### src/sv/bpru_pkg.sv
// Shared types and constants of the BMP pixel row unpacker.
// Used by every module of the block; has no dependencies of its own.
`default_nettype none

package bpru_pkg;

    // Configuration register indexes.
    localparam logic [2:0] CFG_FORMAT = 3'd0;
    localparam logic [2:0] CFG_WIDTH  = 3'd1;
    localparam logic [2:0] CFG_HEIGHT = 3'd2;
    localparam logic [2:0] CFG_USED   = 3'd3;
    localparam logic [2:0] CFG_RED    = 3'd4;
    localparam logic [2:0] CFG_GREEN  = 3'd5;
    localparam logic [2:0] CFG_BLUE   = 3'd6;
    localparam logic [2:0] CFG_ALPHA  = 3'd7;

    // Pixel format codes.
    localparam logic [2:0] FMT_1BPP  = 3'd0;
    localparam logic [2:0] FMT_4BPP  = 3'd1;
    localparam logic [2:0] FMT_8BPP  = 3'd2;
    localparam logic [2:0] FMT_16BPP = 3'd3;
    localparam logic [2:0] FMT_24BPP = 3'd4;
    localparam logic [2:0] FMT_32BPP = 3'd5;

    // Input action codes and result kinds.
    localparam logic ACT_PALETTE = 1'b0;
    localparam logic ACT_IMAGE   = 1'b1;
    localparam logic KIND_PIXEL  = 1'b0;
    localparam logic KIND_ERROR  = 1'b1;

    localparam int COL_W   = 14;  // job column, enough for any width up to 16384
    localparam int Q_DEPTH = 4;
    localparam int QAW     = 2;

    localparam logic [7:0] OPAQUE = 8'hff;

    typedef enum logic [2:0] {
        JOB_PAL,
        JOB_IDX1,
        JOB_IDX4,
        JOB_IDX8,
        JOB_RGBA,
        JOB_MASK
    } t_job_type;

    typedef struct packed {
        logic        action;
        logic [7:0]  palette_slot;
        logic [23:0] palette_rgb;
        logic [7:0]  image_byte;
    } t_pix_in;

    typedef struct packed {
        logic        kind;
        logic [31:0] rgba;
        logic [11:0] row;
        logic [11:0] column;
        logic        last_of_item;
        logic        image_done;
    } t_pix_out;

    // Configuration write as seen by the front and the back.
    typedef struct packed {
        logic        valid;
        logic [2:0]  index;
        logic [31:0] data;
    } t_cfg_wr;

    // Work handed from the front to the back; data holds the byte, a color word,
    // a finished pixel or a palette slot and color.
    typedef struct packed {
        t_job_type        jtype;
        logic [3:0]       count;
        logic             err;
        logic             done;
        logic [11:0]      row;
        logic [COL_W-1:0] col;
        logic [31:0]      data;
    } t_job;

endpackage

`default_nettype wire

### src/sv/bpru_queue.sv
// Short job queue between the front and the back of the pixel unpacker.
// Depends on bpru_pkg for the job type and the depth.
`default_nettype none

module bpru_queue import bpru_pkg::*; (
    input  wire logic i_clk,
    input  wire logic i_rst_n,
    input  wire logic i_push,
    input  wire t_job i_job,
    input  wire logic i_pop,
    output logic      o_full,
    output logic      o_valid,
    output t_job      o_head
);

    t_job           r_mem [Q_DEPTH];
    logic [QAW-1:0] r_wp;
    logic [QAW-1:0] r_rp;
    logic [QAW:0]   r_cnt;

    assign o_full  = r_cnt == (QAW + 1)'(Q_DEPTH);
    assign o_valid = r_cnt != '0;
    assign o_head  = r_mem[r_rp];

    // Entry storage.
    always_ff @(posedge i_clk) begin
        if (i_push) begin
            r_mem[r_wp] <= i_job;
        end
    end

    // Pointers and fill count.
    always_ff @(posedge i_clk) begin
        if (!i_rst_n) begin
            r_wp  <= '0;
            r_rp  <= '0;
            r_cnt <= '0;
        end else begin
            if (i_push) begin
                r_wp <= r_wp + QAW'(1);
            end
            if (i_pop) begin
                r_rp <= r_rp + QAW'(1);
            end
            r_cnt <= r_cnt + (QAW + 1)'(i_push) - (QAW + 1)'(i_pop);
        end
    end

    a_no_overflow: assert property (@(posedge i_clk) disable iff (!i_rst_n)
        o_full |-> !i_push)
        else $error("job pushed into a full queue");

    a_no_underflow: assert property (@(posedge i_clk) disable iff (!i_rst_n)
        i_pop |-> o_valid)
        else $error("job popped from an empty queue");

endmodule

`default_nettype wire

### config.mk
export PLATFORM = sky130hd
export DESIGN_NAME = bpru_queue
export DESIGN_NICKNAME = d
export VERILOG_FILES = /design/src/sv/bpru_pkg.sv /design/src/sv/bpru_queue.sv
export SDC_FILE = /design/constraint.sdc
export NUM_CORES = 1
export LEC_CHECK = 0
export BUFFER_PORTS_ARGS = -buffer_cell sky130_fd_sc_hd__buf_2
export CORE_MARGIN = 5
export CORE_UTILIZATION = 30
export CTS_CLUSTER_DIAMETER = 100
export DETAILED_ROUTE_END_ITERATION = 12
export PLACE_DENSITY = 0.53
export SYNTH_ARGS = -nofsm -noshare
export SYNTH_HDL_FRONTEND = slang
export SYNTH_SLANG_ARGS = --single-unit
### constraint.sdc
create_clock -name i_clk -period 5.8 [get_ports i_clk]
set_input_delay 0.58 -clock i_clk [delete_from_list [all_inputs] [get_ports i_clk]]
set_output_delay 0.58 -clock i_clk [all_outputs]
set_load 0.02 [all_outputs]
======== Word level (Yosys, flattened, before mapping) ========
Memories as Yosys holds them, arrays and structs flattened. A register that Yosys moved wholly into a read port is not among the register bits.
Cells that the tools add are included.
storage, ports and cells
  register bits after elaboration ......... 7
  memories kept ........................... 1
  logic and storage cells ................. 14
  output and inout port bits .............. 69
  memory bits (writable) .................. 268
cells by class
  multiplexer cells ....................... 4
  $add $sub $neg .......................... 4
  equal/unequal tests ..................... 1
  reductions and logical operators ........ 1
memories
  memory  words  width  read ports  clocked after Yosys merged registers in  wr ports  line              source
  r_mem   4      67     1           1                                        1         bpru_queue.sv:16  t_job r_mem [Q_DEPTH];
operator list
  kind                                         count
  adder 2 x 1 -> 2 bit, second input constant  2
  2-to-1 mux 2 bit                             2
  adder 3 x 1 -> 3 bit                         1
  equality test 3 bit, second input constant   1
  nonzero test 3 bit                           1
  subtractor 3 x 1 -> 3 bit                    1
  2-to-1 mux 1 bit                             2

======== Logic depth before layout (Yosys ltp) ========
  depth in word-level cells ............... 3
  gate-level depth with buffers ........... 7
  mapped depth without buffers ............ 7

======== Worst setup path before layout ========
Ideal clock, no wire load.
  kind .................................... input to register
  start ................................... input i_push
  end ..................................... memory r_mem[0][0] in the netlist's numbering (enable)
  data required time ...................... 5.368 ns
  path slack .............................. 3.215 ns
  stages .................................. 1
  setup time .............................. 0.432 ns
  arrival time ............................ 2.153 ns
  path through ............................ and2_1
on the way
  cells in the longest elaborated chain, start to end .. 2
ends and longest elaborated chain
  element                                 line              source
  start, declared                         bpru_queue.sv:8   input wire logic i_push,
  2-to-1 mux 1 bit                        bpru_queue.sv:27  if (i_push) begin
  2-to-1 mux 1 bit (not written as such)  bpru_queue.sv:28  r_mem[r_wp] <= i_job;
  end, declared                           bpru_queue.sv:16
Every way passes these cells.

==> flow_metrics.tcl <==
set metrics [dict create \
    period_minus_slack_ns 2.98 \
    netlist.area_leader.share_pct 79.3 \
    ios 140 \
    cts_resized 0 \
    cpPeakStageDelay_ns 0.62 \
    place_ws_ns 3.29 \
    syn_area_per_cell_um2 25.8 \
    crit_fanout 33 \
    synth-seq-cells 277 \
    die_area_um2 37600 \
    wl_um 19600 \
    setup_viol 0 \
    max-cap-violations 0 \
    h-tree-depth 1 \
    io_buffers 139 \
    rows 67 \
    cts_tree "done" \
    cts_root_buf "clkbuf_16" \
    grtUsageMet2_pct 18.0 \
    antenna_cells 0 \
    core_um2 33400 \
    hold_ws_ns 0.247 \
    initial_core_util_pct 30.3 \
    critPathKind "reg -> out" \
    viasPerCell 4.38 \
    max-vdd-ir-drop_mv 0.209 \
    use_met1_pct 12.2 \
    synth_cells 393 \
    yosys_warnings 0 \
    worstPathArrival_ns 2.40 \
    ys_types 21 \
    final_antenna_net_count 0 \
    setup_ws_ns 2.82 \
    grt_pass1_wl_um 30100 \
    hold_class "in -> reg" \
    crit_slowest_cell "mux4_2" \
    utilization_pct 36.7 \
    drive_above_1_share_pct 45.4 \
    drv_slew 0 \
    grt_usage_pct 10.1 \
    leakage_nw 4.09 \
    syn_nets 471 \
    postCtsSetupBuffers 0 \
    clk_latency_ns 0.54 \
    synthTopCellsByArea "edfxtp_1 (79%), mux4_2 (15%), dfxtp_1 (1.8%)" \
    required_ns 5.22 \
    max_slew_margin_pct 25.7 \
    grt_max_degree 68 \
    antenna_found_initial 1 \
    yosys.area.top_type "edfxtp_1" \
    die_y_um 194 \
    wl_per_cell_um 19.2 \
    gp_congestion 0.666 \
    drt_first_pass_iters 4 \
    layout_worst_path_cycle_share_pct 51.4 \
    drcViolationCount 0 \
    numCtsBuffers 29 \
    ctsHoldBuffers 0 \
    status "finished clean" \
    path_cells "buf_4 -> mux4_2 -> buf_2" \
    worstSetupStartpointType "register" \
    fin_nets 628 \
    overflow 0 \
    p_per_area_nw_per_um2 382 \
    setup_tns_ns 0 \
    rsz0062_at_grt "no" \
    grt_pass1_vias 5096 \
    setup.worst_path.end_class "output port" \
    finClkSkew_ns 0.00915 \
    drt_iter0_drc 225 \
    use_met3_pct 2.68 \
    fmax_mhz 335 \
    grt_busiest_layer "met2" \
    nFillCells 3090 \
    worst_pin_slew_ns 1.11 \
    clk_pin_slew_ns 0.06 \
    clock-sinks 277 \
    seq_area_frac_synth_pct 81.1 \
    vias 4474 \
    dp_hpwl_um 11000 \
    die_x_um 194 \
    area_delta_synth_final_pct 20.9 \
    max-clock-path-buffers 3 \
    final_hold_viol_count 0 \
    synth_area_um2 10100 \
]
-- layout by cell type, fill, tap and decap left out --
master and instances:
clkinv_2 7, bufinv_16 5, dfxtp_4 2, clkinv_1 6, or3_1 1, inv_6 1, a21oi_1 1, fa_1 1
and2_4 4, clkbuf_16 29, clkbuf_1 3, a21bo_2 1, edfxtp_1 268, xor3_1 1, buf_4 2, dfxtp_1 7
clkinv_4 2, xnor2_1 2, nand3b_1 1, mux4_2 67, inv_1 7, and3_1 1, mux2i_1 1, buf_2 139
and2_1 2, ha_1 6, clkinvlp_4 1, nor2_1 5
-- through the flow --
step	cell area, um^2	cells	total power [mW]
6_report	12300	1021	4.69
5_1_grt	12300	1021	4.87
4_1_cts	12300	1021	4.77
3_5_place_dp	11300	967	2.87
3_3_place_gp	11300	967	2.85
2_1_floorplan	10100	393	2.69
-- synth_stat cells --
master / count
buf_12: 4
and2_1: 6
and3_1: 1
nor2_1: 5
buf_4: 3
inv_1: 7
edfxtp_1: 268
a21bo_2: 1
mux4_2: 67
dfxtp_1: 9
xnor2_1: 2
fa_1: 1
mux2i_1: 1
or3_1: 1
nand3b_1: 1
buf_2: 4
a21oi_1: 1
xor3_1: 1
buf_6: 1
ha_1: 6
buf_1: 3
-- state kept, by name, summed over array words and instances, names as in the netlist, named ones only --
signal / cells
r_mem: 268
r_cnt: 3
r_rp: 2
r_wp: 2
-- layout make-up --
class | instances | area (um^2) | share of cell area, %
inverter | 7 | 26.3 | 0.214
tap | 448 | 561 | 4.57
sequential | 277 | 8240 | 67.1
multi-input combinational | 94 | 1760 | 14.3
clock buffer | 32 | 737 | 6.01
timing repair buffer | 141 | 711 | 5.79
clock inverter | 22 | 241 | 1.97
-- power by group --
part	total [mW]	leakage (nW)	switching [mW]	internal [mW]
sequential	2.34	2.54	0.0420	2.30
combinational	0.461	1.07	0.267	0.194
clock	1.88	0.481	0.747	1.14
-- final timing paths --
| path | end | depth (start not counted) | slack (ns) | startpoint |
|---|---|---|---|---|
| worst max-delay path | o_head[57] | 3 | 2.82 | register |
| worst min-delay path | r_mem[2][19]$_DFFE_PP_ | 1 | 0.25 | i_job[19] |
| worst max register to register | r_mem[2][48]$_DFFE_PP_ | 3 | 3.90 | r_wp[0]$_SDFFE_PN0P_ |
| worst min register to register | register | 2 | 0.54 | r_rp[0]$_SDFFE_PN0P_ |
-- cell families after synthesis --
kind of cell               Yosys count  synth area share [%]
and+or+nand+nor                     14                 0.752
muxes                               68                  15.0
DFF                                277                  81.1
AOI/OAI and AO/OA                    2                 0.148
xor gates and xnor gates             3                 0.407
adders and majority gates            7                 0.937
buffers and inverters               22                  1.69
-- critical path, delay by kind of cell (launching register included) --
kind,cells,cell delay [ns]
buf+inv,2,0.76
mux,1,0.62
flops,1,0.44
-- per-layer routing --
metal  part of all wire [%]  vias up
met3                    5.6       40
met1                     40     2320
li1                       -     1990
met2                     51      122
met4                    2.9        2
met5                  0.066        -
Power figures use the tool's default switching activity.
