===== config.mk =====
export PLATFORM = sky130hd
export DESIGN_NAME = bpru_front
export DESIGN_NICKNAME = d
export VERILOG_FILES = /design/src/sv/bpru_pkg.sv /design/src/sv/bpru_front.sv
export SDC_FILE = /design/constraint.sdc
export NUM_CORES = 1
export LEC_CHECK = 0
export ABC_AREA = 1
export ABC_CLOCK_PERIOD_IN_PS = 8100
export BUFFER_PORTS_ARGS = -buffer_cell sky130_fd_sc_hd__buf_2
export CORE_MARGIN = 2
export CORE_UTILIZATION = 40
export CTS_CLUSTER_DIAMETER = 50
export DETAILED_ROUTE_END_ITERATION = 12
export PLACE_DENSITY = 0.57
export SLEW_MARGIN = 20
export SYNTH_ARGS = -nofsm -noshare
export SYNTH_HDL_FRONTEND = slang
export SYNTH_SLANG_ARGS = --single-unit

===== constraint.sdc =====
create_clock -name i_clk -period 8.1 [get_ports i_clk]
set_input_delay 1.62 -clock i_clk [delete_from_list [all_inputs] [get_ports i_clk]]
set_output_delay 1.62 -clock i_clk [all_outputs]
set_load 0.01 [all_outputs]

===== src/sv/bpru_pkg.sv =====
// Shared types and constants of the BMP pixel row unpacker.
// Used by every module of the block; has no dependencies of its own.
`default_nettype none

package bpru_pkg;

    // Configuration register indexes.
    localparam logic [2:0] CFG_FORMAT = 3'd0;
    localparam logic [2:0] CFG_WIDTH  = 3'd1;
    localparam logic [2:0] CFG_HEIGHT = 3'd2;
    localparam logic [2:0] CFG_USED   = 3'd3;
    localparam logic [2:0] CFG_RED    = 3'd4;
    localparam logic [2:0] CFG_GREEN  = 3'd5;
    localparam logic [2:0] CFG_BLUE   = 3'd6;
    localparam logic [2:0] CFG_ALPHA  = 3'd7;

    // Pixel format codes.
    localparam logic [2:0] FMT_1BPP  = 3'd0;
    localparam logic [2:0] FMT_4BPP  = 3'd1;
    localparam logic [2:0] FMT_8BPP  = 3'd2;
    localparam logic [2:0] FMT_16BPP = 3'd3;
    localparam logic [2:0] FMT_24BPP = 3'd4;
    localparam logic [2:0] FMT_32BPP = 3'd5;

    // Input action codes and result kinds.
    localparam logic ACT_PALETTE = 1'b0;
    localparam logic ACT_IMAGE   = 1'b1;
    localparam logic KIND_PIXEL  = 1'b0;
    localparam logic KIND_ERROR  = 1'b1;

    localparam int COL_W   = 14;  // job column, enough for any width up to 16384
    localparam int Q_DEPTH = 4;
    localparam int QAW     = 2;

    localparam logic [7:0] OPAQUE = 8'hff;

    typedef enum logic [2:0] {
        JOB_PAL,
        JOB_IDX1,
        JOB_IDX4,
        JOB_IDX8,
        JOB_RGBA,
        JOB_MASK
    } t_job_type;

    typedef struct packed {
        logic        action;
        logic [7:0]  palette_slot;
        logic [23:0] palette_rgb;
        logic [7:0]  image_byte;
    } t_pix_in;

    typedef struct packed {
        logic        kind;
        logic [31:0] rgba;
        logic [11:0] row;
        logic [11:0] column;
        logic        last_of_item;
        logic        image_done;
    } t_pix_out;

    // Configuration write as seen by the front and the back.
    typedef struct packed {
        logic        valid;
        logic [2:0]  index;
        logic [31:0] data;
    } t_cfg_wr;

    // Work handed from the front to the back; data holds the byte, a color word,
    // a finished pixel or a palette slot and color.
    typedef struct packed {
        t_job_type        jtype;
        logic [3:0]       count;
        logic             err;
        logic             done;
        logic [11:0]      row;
        logic [COL_W-1:0] col;
        logic [31:0]      data;
    } t_job;

endpackage

`default_nettype wire


===== src/sv/bpru_front.sv =====
// Front end: geometry registers, image position counters and byte classification.
// Depends on bpru_pkg; feeds jobs into bpru_queue.
`default_nettype none

module bpru_front import bpru_pkg::*; #(
    parameter int MAX_WIDTH     = 4096,
    parameter int PALETTE_DEPTH = 256
) (
    input  wire logic    i_clk,
    input  wire logic    i_rst_n,
    input  wire t_cfg_wr i_cfg,
    input  wire logic    i_accept,
    input  wire t_pix_in i_item,
    output logic         o_push,
    output t_job         o_job
);

    localparam int CW = $clog2(MAX_WIDTH + 1);
    localparam int BW = $clog2(MAX_WIDTH) + 4;

    logic [2:0]    r_fmt;
    logic [12:0]   r_width;
    logic [13:0]   r_height;
    logic [8:0]    r_used;
    logic          r_pend;
    logic          r_stop;
    logic [11:0]   r_row;
    logic [CW-1:0] r_col;
    logic [BW-1:0] r_rbc;
    logic [23:0]   r_part;
    logic [1:0]    r_phase;

    logic [11:0]   n_row;
    logic [CW-1:0] n_col;
    logic [BW-1:0] n_rbc;
    logic [23:0]   n_part;
    logic [1:0]    n_phase;
    logic          n_stop;

    logic [14:0]   w_ext;
    logic [CW-1:0] w;
    logic [BW-1:0] w_b;
    logic [BW-1:0] data_bytes;
    logic [BW-1:0] row_bytes;
    logic [13:0]   mag;
    logic          up;
    logic [11:0]   first_row;
    logic [11:0]   last_row;
    logic [8:0]    lim;

    logic [11:0]   s_row;
    logic [CW-1:0] s_col;
    logic [BW-1:0] s_rbc;
    logic [23:0]   s_part;
    logic [1:0]    s_phase;

    logic [CW-1:0] avail;
    logic          col_ok;
    logic [7:0]    b;
    logic [1:0]    need;
    t_job          job;
    logic          emit;

    // Effective width, clamped to one through MAX_WIDTH.
    always_comb begin
        w_ext = {2'b00, r_width};
        if (w_ext == 15'd0) begin
            w_ext = 15'd1;
        end else if (w_ext > 15'(MAX_WIDTH)) begin
            w_ext = 15'(MAX_WIDTH);
        end
        w   = CW'(w_ext);
        w_b = BW'(w);
    end

    // Data bytes per row for each format, and the row length padded to four bytes.
    always_comb begin
        unique case (r_fmt)
            FMT_1BPP:  data_bytes = (w_b + BW'(7)) >> 3;
            FMT_4BPP:  data_bytes = (w_b + BW'(1)) >> 1;
            FMT_16BPP: data_bytes = w_b << 1;
            FMT_24BPP: data_bytes = w_b + (w_b << 1);
            FMT_32BPP: data_bytes = w_b << 2;
            default:   data_bytes = w_b;
        endcase
        row_bytes = (data_bytes + BW'(3)) & ~BW'(3);
    end

    // Row count and direction from the signed height.
    always_comb begin
        up  = ~r_height[13];
        mag = r_height[13] ? (14'd0 - r_height) : r_height;
        if (mag == 14'd0) begin
            mag = 14'd1;
            up  = 1'b1;
        end else if (mag > 14'd4096) begin
            mag = 14'd4096;
        end
        first_row = up ? 12'(mag - 14'd1) : 12'd0;
        last_row  = up ? 12'd0 : 12'(mag - 14'd1);
        lim       = (r_used < 9'(PALETTE_DEPTH)) ? r_used : 9'(PALETTE_DEPTH);
    end

    // A geometry write restarts the position before the next byte is seen.
    always_comb begin
        s_row   = r_pend ? first_row : r_row;
        s_col   = r_pend ? '0 : r_col;
        s_rbc   = r_pend ? '0 : r_rbc;
        s_part  = r_pend ? '0 : r_part;
        s_phase = r_pend ? 2'd0 : r_phase;
    end

    // Classify one image byte into a job and the next position.
    always_comb begin
        b       = i_item.image_byte;
        avail   = w - s_col;
        col_ok  = s_col < w;
        need    = (r_fmt == FMT_16BPP) ? 2'd1 : ((r_fmt == FMT_24BPP) ? 2'd2 : 2'd3);
        job     = '0;
        job.row = s_row;
        job.col = COL_W'(s_col);
        emit    = 1'b0;
        n_row   = s_row;
        n_col   = s_col;
        n_rbc   = s_rbc;
        n_part  = s_part;
        n_phase = s_phase;
        n_stop  = r_stop;

        if (i_item.action == ACT_PALETTE) begin
            job.jtype = JOB_PAL;
            job.count = 4'd1;
            job.data  = {i_item.palette_slot, i_item.palette_rgb};
            emit      = 1'b1;
        end else if (!r_stop && r_fmt <= FMT_32BPP) begin
            job.data = {24'd0, b};
            if (s_rbc < data_bytes) begin
                unique case (r_fmt)
                    FMT_1BPP: begin
                        job.jtype = JOB_IDX1;
                        if (BW'(avail) >= BW'(8)) begin
                            job.count = 4'd8;
                        end else begin
                            job.count = 4'(BW'(avail));
                        end
                    end
                    FMT_4BPP: begin
                        job.jtype = JOB_IDX4;
                        if (col_ok) begin
                            if ({5'd0, b[7:4]} >= lim) begin
                                job.count = 4'd1;
                                job.err   = 1'b1;
                            end else if (BW'(s_col) + BW'(1) < w_b) begin
                                job.count = 4'd2;
                                job.err   = {5'd0, b[3:0]} >= lim;
                            end else begin
                                job.count = 4'd1;
                            end
                        end
                    end
                    FMT_8BPP: begin
                        job.jtype = JOB_IDX8;
                        job.count = {3'd0, col_ok};
                        job.err   = col_ok && ({1'b0, b} >= lim);
                    end
                    FMT_24BPP: begin
                        job.jtype = JOB_RGBA;
                        if (s_phase < need) begin
                            n_part  = s_part | (24'(b) << {s_phase, 3'b000});
                            n_phase = s_phase + 2'd1;
                        end else begin
                            job.count = {3'd0, col_ok};
                            job.data  = {OPAQUE, s_part[7:0], s_part[15:8], b};
                            n_part    = '0;
                            n_phase   = 2'd0;
                        end
                    end
                    default: begin
                        job.jtype = JOB_MASK;
                        if (s_phase < need) begin
                            n_part  = s_part | (24'(b) << {s_phase, 3'b000});
                            n_phase = s_phase + 2'd1;
                        end else begin
                            job.count = {3'd0, col_ok};
                            job.data  = {8'd0, s_part} | (32'(b) << {s_phase, 3'b000});
                            n_part    = '0;
                            n_phase   = 2'd0;
                        end
                    end
                endcase
            end

            emit     = job.count != 4'd0;
            job.done = !job.err && (s_row == last_row)
                       && (BW'(s_col) + BW'(job.count) == w_b);

            if (job.err) begin
                n_stop = 1'b1;
            end else begin
                n_col = CW'(BW'(s_col) + BW'(job.count));
                n_rbc = s_rbc + BW'(1);
                if (n_rbc >= row_bytes) begin
                    if (s_row == last_row) begin
                        n_row = first_row;
                    end else if (up) begin
                        n_row = s_row - 12'd1;
                    end else begin
                        n_row = s_row + 12'd1;
                    end
                    n_col   = '0;
                    n_rbc   = '0;
                    n_part  = '0;
                    n_phase = 2'd0;
                end
            end
        end
    end

    assign o_push = i_accept && emit;
    assign o_job  = job;

    // Configuration registers.
    always_ff @(posedge i_clk) begin
        if (!i_rst_n) begin
            r_fmt    <= FMT_8BPP;
            r_width  <= 13'd1;
            r_height <= 14'd1;
            r_used   <= 9'd256;
            r_pend   <= 1'b1;
        end else begin
            if (i_cfg.valid) begin
                unique case (i_cfg.index)
                    CFG_FORMAT: r_fmt    <= i_cfg.data[2:0];
                    CFG_WIDTH:  r_width  <= i_cfg.data[12:0];
                    CFG_HEIGHT: r_height <= i_cfg.data[13:0];
                    CFG_USED:   r_used   <= i_cfg.data[8:0];
                    default: ;
                endcase
            end
            if (i_cfg.valid && (i_cfg.index == CFG_FORMAT || i_cfg.index == CFG_WIDTH
                                || i_cfg.index == CFG_HEIGHT)) begin
                r_pend <= 1'b1;
            end else if (i_accept) begin
                r_pend <= 1'b0;
            end
        end
    end

    // Position state advances with each accepted transaction.
    always_ff @(posedge i_clk) begin
        if (!i_rst_n) begin
            r_stop  <= 1'b0;
            r_row   <= '0;
            r_col   <= '0;
            r_rbc   <= '0;
            r_part  <= '0;
            r_phase <= 2'd0;
        end else if (i_accept) begin
            r_stop  <= n_stop;
            r_row   <= n_row;
            r_col   <= n_col;
            r_rbc   <= n_rbc;
            r_part  <= n_part;
            r_phase <= n_phase;
        end
    end

endmodule

`default_nettype wire


---- After elaboration in Yosys (flattened, before gate mapping) ----
Index checks and enable logic that the tools add are counted.
word-level totals
  flip-flop bits (word level) ............. 108
  bits in latches ......................... 0
  memory bits (writable) .................. 0
  bits in read-only memories .............. 0
  bits of input ports ..................... 80
  output and inout bits ................... 68
  word-level logic and storage cells ...... 142
  memories ................................ 0
operators by class
  $add $sub $neg .......................... 13
  $mul .................................... 0
  divide/modulo/power cells ............... 0
  $lt $le $gt $ge ......................... 13
  equality and inequality tests ........... 10
  shifts and indexed selects .............. 2
  multiplexer cells ....................... 67
  bitwise operators ....................... 4
  reductions and logical operators ........ 22
operators with widths
  operator                                                              number
  24-bit 2-to-1 mux                                                     8
  32-bit 2-to-1 mux                                                     5
  12-bit 2-to-1 mux                                                     11
  13-bit 2-to-1 mux                                                     7
  16-bit 2-to-1 mux                                                     5
  15-bit one-hot mux with 5 select lines                                1
  32-bit one-hot mux with 2 select lines                                1
  24-bit by 32-bit OR with 32-bit output                                1
  8-bit by 5-bit left shift with 32-bit output                          1
  13-bit by 1-bit adder with 14-bit output, second input constant       2
  7-bit one-hot mux with 4 select lines                                 1
  8-bit 2-to-1 mux                                                      3
  24-bit OR                                                             1
  8-bit by 5-bit left shift with 24-bit output                          1
  12-bit by 1-bit subtractor with 12-bit output, second input constant  2
  2-bit 2-to-1 mux                                                      11
  4-bit by 9-bit greater-or-equal comparator with 1-bit output          2
  9-bit 2-to-1 mux                                                      2
  16-bit by 1-bit adder with 16-bit output, second input constant       1
  16-bit by 2-bit adder with 16-bit output, second input constant       1
  16-bit by 13-bit == test with 1-bit output                            1
  16-bit greater-or-equal comparator                                    1
  16-bit < comparator                                                   1
  13-bit by 14-bit adder with 15-bit output                             1
  other kinds (37)                                                      60

---- Depth between registers and ports, before layout ----
  depth in word-level cells ............... 16
  gate-level depth with buffers ........... 47
  gate-level depth less buffers ........... 45

---- Worst setup path before layout ----
OpenSTA, ideal clock, no wires.
  path kind ............................... reg2out
  from .................................... register r_width[8]
  to ...................................... output port o_job[58] (netlist bit)
  data arrival time ....................... 7.200 ns
  required time ........................... 6.480 ns
  setup slack ............................. -0.720 ns
  cell stages (with the launch flop) ...... 41
  path buffers ............................ 2
  cells stage by stage .................... dfxtp_1 nor4_2 a21oi_1 nor2_1 ha_1 inv_1 fa_1 nor2_1 a21oi_1 o21ai_1 nand3_1 nand2_1 a21oi_1 o21ai_0 nand2_1 o21ai_1 ha_1 a21oi_1 (+5 left out) inv_2 buf_2 buf_2 nand2_1 inv_1 ha_1 inv_1 fa_1 o21ai_0 nand3_1 nor2_1 xor2_1 xor2_1 o2111ai_1 nor4_1 nand4_1 nor3b_1 and3b_1
RTL lines
  what                    RTL line           text
  start, declared         bpru_front.sv:22   logic [12:0] r_width;
  start signal, assigned  bpru_front.sv:234  CFG_WIDTH: r_width <= i_cfg.data[12:0];
  end, declared           bpru_front.sv:15   output t_job o_job

==> results.md <==
- Cell Area, Placed: 0.0153 sq mm
- Clock power share: 0.244
- DR pass1 iterations: 6
- Pwr/cell area: 121 mW/mm^2
- Clock sink total: 108
- All-Layer GR Usage: 0.271
- Total design power: 1.93 mW
- DP HPWL: 36,100 um
- Initial core utilization: 0.409
- CP arrival: 6.88 ns
- Largest family of logic cells by synthesized area: simple AND/OR/NAND/NOR gates
- Synth Area in Adders: 0.0995
- Post-Synth Simple-Gate Area: 0.334
- Max-Cap Viols: 0
- WHS Path Cells: 2
- Critical path origin: r_width[11]
- Most used DFF post-synth: dfxtp_1
- Seq cells post-synth: 108
- Hold endpoint: r_row[1]
- Initial antenna violation count: 1
- Sequential share of the synthesized area: 0.162
- Syn_nets: 2,396
- Congestion Overflow GR: 0
- Initial DRC Count: 1,174
- Post-synth EDFFs: 0
- Compound-Gate Fraction of Synth Area: 0.244
- Violated checks: negative setup slack
- First-pass GRT wire length: 77,100 um
- Synth cell types: 65
- Htree depth: 3
- R2R cell count: 43
- Setup Skew: 0.0113 ns
- Async S/R FF share, synth: 0
- Buf+Inv Stages, Crit Path: 7
- Period utilization: 1.05
- Worst setup path category: reg2out
- Final setup fails: 1
- CTS root buf: clkbuf_16
- Largest net degree at the start of global routing: 96
- Worst R2R End: r_col[9]
- Pint: 1.08 mW
- Synthesized netlist cell count: 2,212
- Worst Setup Slack, final: -0.404 ns
- Placer Congestion: 0.941
- Cell Rows: 66
- Vias: 15,700
- Hold Buf Count CTS: 0
- P&R area growth vs syn: 19.4%
- WL/cell: 16.9 um
- Share of Yosys cell area claimed by the top area cell type: 0.162
- Slew at the pin closest to its max-slew limit: 1.01 ns
- Share of cells above drive strength 1: 0.207
- Port Buf Inserts: 128
- Clock latency on the worst-skew pair: 0.39 ns
- Worst min-delay path startpoint: r_row[1]
- Post-Synth XOR/XNOR Area: 0.0439
- Chip Width: 187 um
- CP startpoint kind: flop
- ANT nets after route: 0
- Final TNS setup: -0.404 ns
- Top delay family on crit path: simple AND/OR/NAND/NOR gates
- Flop2flop setup slack: 2.09 ns
- WP depth: 42
- Final WL: 48,400 um
- Layout net count: 2,604
- DIE AREA: 0.0349 sq mm
- Post-synthesis mux area share: 0
- DRC Markers: 0
- Clock transition at path regs: 0.08 ns
- Hold Vio Cnt, Final: 0
- Net switching fraction of the power: 0.439
- P_sw: 0.847 mW
- Vias in the first global route: 14,500
- Critical path's slowest cell: fa_2
- Sequential share of power: 0.303
- Post-Syn Area: 0.0134 sq mm
- Most common cell in the netlist: nand2_1
- Delay of the slowest critical-path stage: 0.38 ns
- Average size of a mapped cell: 6.05 sq um
- Worst R2R Start: r_width[11]
- Filler Cell Count: 3,568
- Max frequency: 118 MHz
- Top cells by count, synth: 454 x nand2_1, 270 x inv_1, 207 x a21oi_1
- IR drop worst, VDD: 0.000137 V
- Required @ worst endpoint: 6.48 ns
- Crit. End Element: primary output
- Die H: 187 um
- RSZ-0062 raised after global routing: yes
- CTS tree: yes
- Min Tclk post-route: 8.50 ns
- Top Ports: 148
- Core ar.: 0.0327 sq mm
- Clock buffers created by TritonCTS: 9
- CTS Buffer Depth: 2
- Cell taking the most area after synthesis: dfxtp_1
- Vias per cell: 5.48
- Status: finished, violations left
- Max Slew Vio Count: 0
- Area contributors post-synth: dfxtp_1 16%, nand2_1 13%, ha_1 9.4%, a21oi_1 7.7%, inv_1 7.6%
- Hold crit path type: reg2reg
- Leak: 7.49 nW
- Crit Path Max Fanout: 3
- Setup WS pre-CTS: -0.460 ns
- Slew HR: 0.324
- Final Instance Area: 0.0160 sq mm
- Hold Slack: 0.471 ns
- Gate power share: 0.453
- YS warnings: 0
==> cells in the final DEF, fill, tap and decap left out, types with 50 or more instances in the layout <==
| cell | netlist | routed |
|---|---|---|
| nand2_1 | 454 | 445 |
| inv_1 | 270 | 267 |
| a21oi_1 | 207 | 197 |
| nor2_1 | 205 | 193 |
| o21ai_0 | 187 | 183 |
| buf_4 | 7 | 162 |
| buf_2 | 20 | 128 |
| nand3_1 | 126 | 125 |
| dfxtp_1 | 108 | 105 |
| ha_1 | 100 | 95 |
| xor2_1 | 53 | 50 |
==> power by group through the flow <==
stage | logic [mW] | registers [mW] | clock network [mW]
after floorplan | 0.607 | 0.586 | 0
after global placement | 0.829 | 0.594 | 0
after detailed placement | 0.838 | 0.595 | 0
after CTS | 0.849 | 0.583 | 0.482
after global routing | 0.970 | 0.587 | 0.492
final | 0.872 | 0.584 | 0.471
==> worst max path at each step <==
stage / endpoint / slack [ns]
after CTS: o_job[58] / -0.46
after global routing: o_job[58] / -0.80
after global placement: o_job[58] / -0.37
after detailed placement: o_job[58] / -0.46
final: o_job[58] / -0.40
after floorplan: o_job[58] / 0.02
==> layout make-up <==
| class | instances | area (sq um) | share of cell area |
|---|---|---|---|
| Antenna cell | 1 | 2.50 | 0.000157 |
| Clock buffer | 9 | 225 | 0.0141 |
| Clock inverter | 6 | 56.3 | 0.00352 |
| Inverter | 292 | 1100 | 0.0686 |
| Multi-Input combinational cell | 1716 | 9990 | 0.625 |
| Sequential cell | 108 | 2170 | 0.135 |
| Tap cell | 442 | 553 | 0.0346 |
| Timing Repair Buffer | 293 | 1900 | 0.119 |
==> kinds of logic (layout without fill, tap and decap cells) <==
family | count (synthesis) | after routing
simple gates | 972 | 972
compound gates | 572 | 572
buf+inv | 388 | 600
flops | 108 | 108
fa+ha+maj | 104 | 104
xor+xnor | 67 | 67
other cells | 1 | 2
==> flip-flops by register name, summed over array words and instances (netlist names) <==
signal and count:
r_used 9, r_rbc 16, r_row 12, r_width 13, r_stop 1, r_pend 1
r_phase 2, r_col 13, r_height 14, r_part 24, r_fmt 3
==> metal layers <==
layer | track usage | up-vias | routed length (um)
met2 | 0.429 | 512 | 21400
met4 | 0.0861 | 0 | 1140
met1 | 0.383 | 7305 | 23000
li1 | - | 7824 | -
met5 | 0 | - | 0
met3 | 0.0291 | 69 | 2810
==> per-stage QoR <==
stage,utilization,instances
after detailed placement,0.467,2835
final,0.489,2867
after floorplan,-,2212
after CTS,0.479,2854
after global placement,0.467,2835
after global routing,0.489,2867
==> repair_timing <==
item / 4_1_cts / 5_1_grt
cloned: 0 / 0
endpoints found under the hold margin: 0 / 0
gates resized for setup: 28 / 46
setup endpoints to repair: 1 / 1
buffers inserted: 4 / 12
pin swaps: 11 / 41
==> tightest hold or removal path: cells and delay by family (launching register included) <==
family / cells / cell delay [ns]
compound gates: 1 / 0.05
simple gates: 1 / 0.06
flops: 1 / 0.32
No activity file was read; power rests on OpenSTA's default activity.
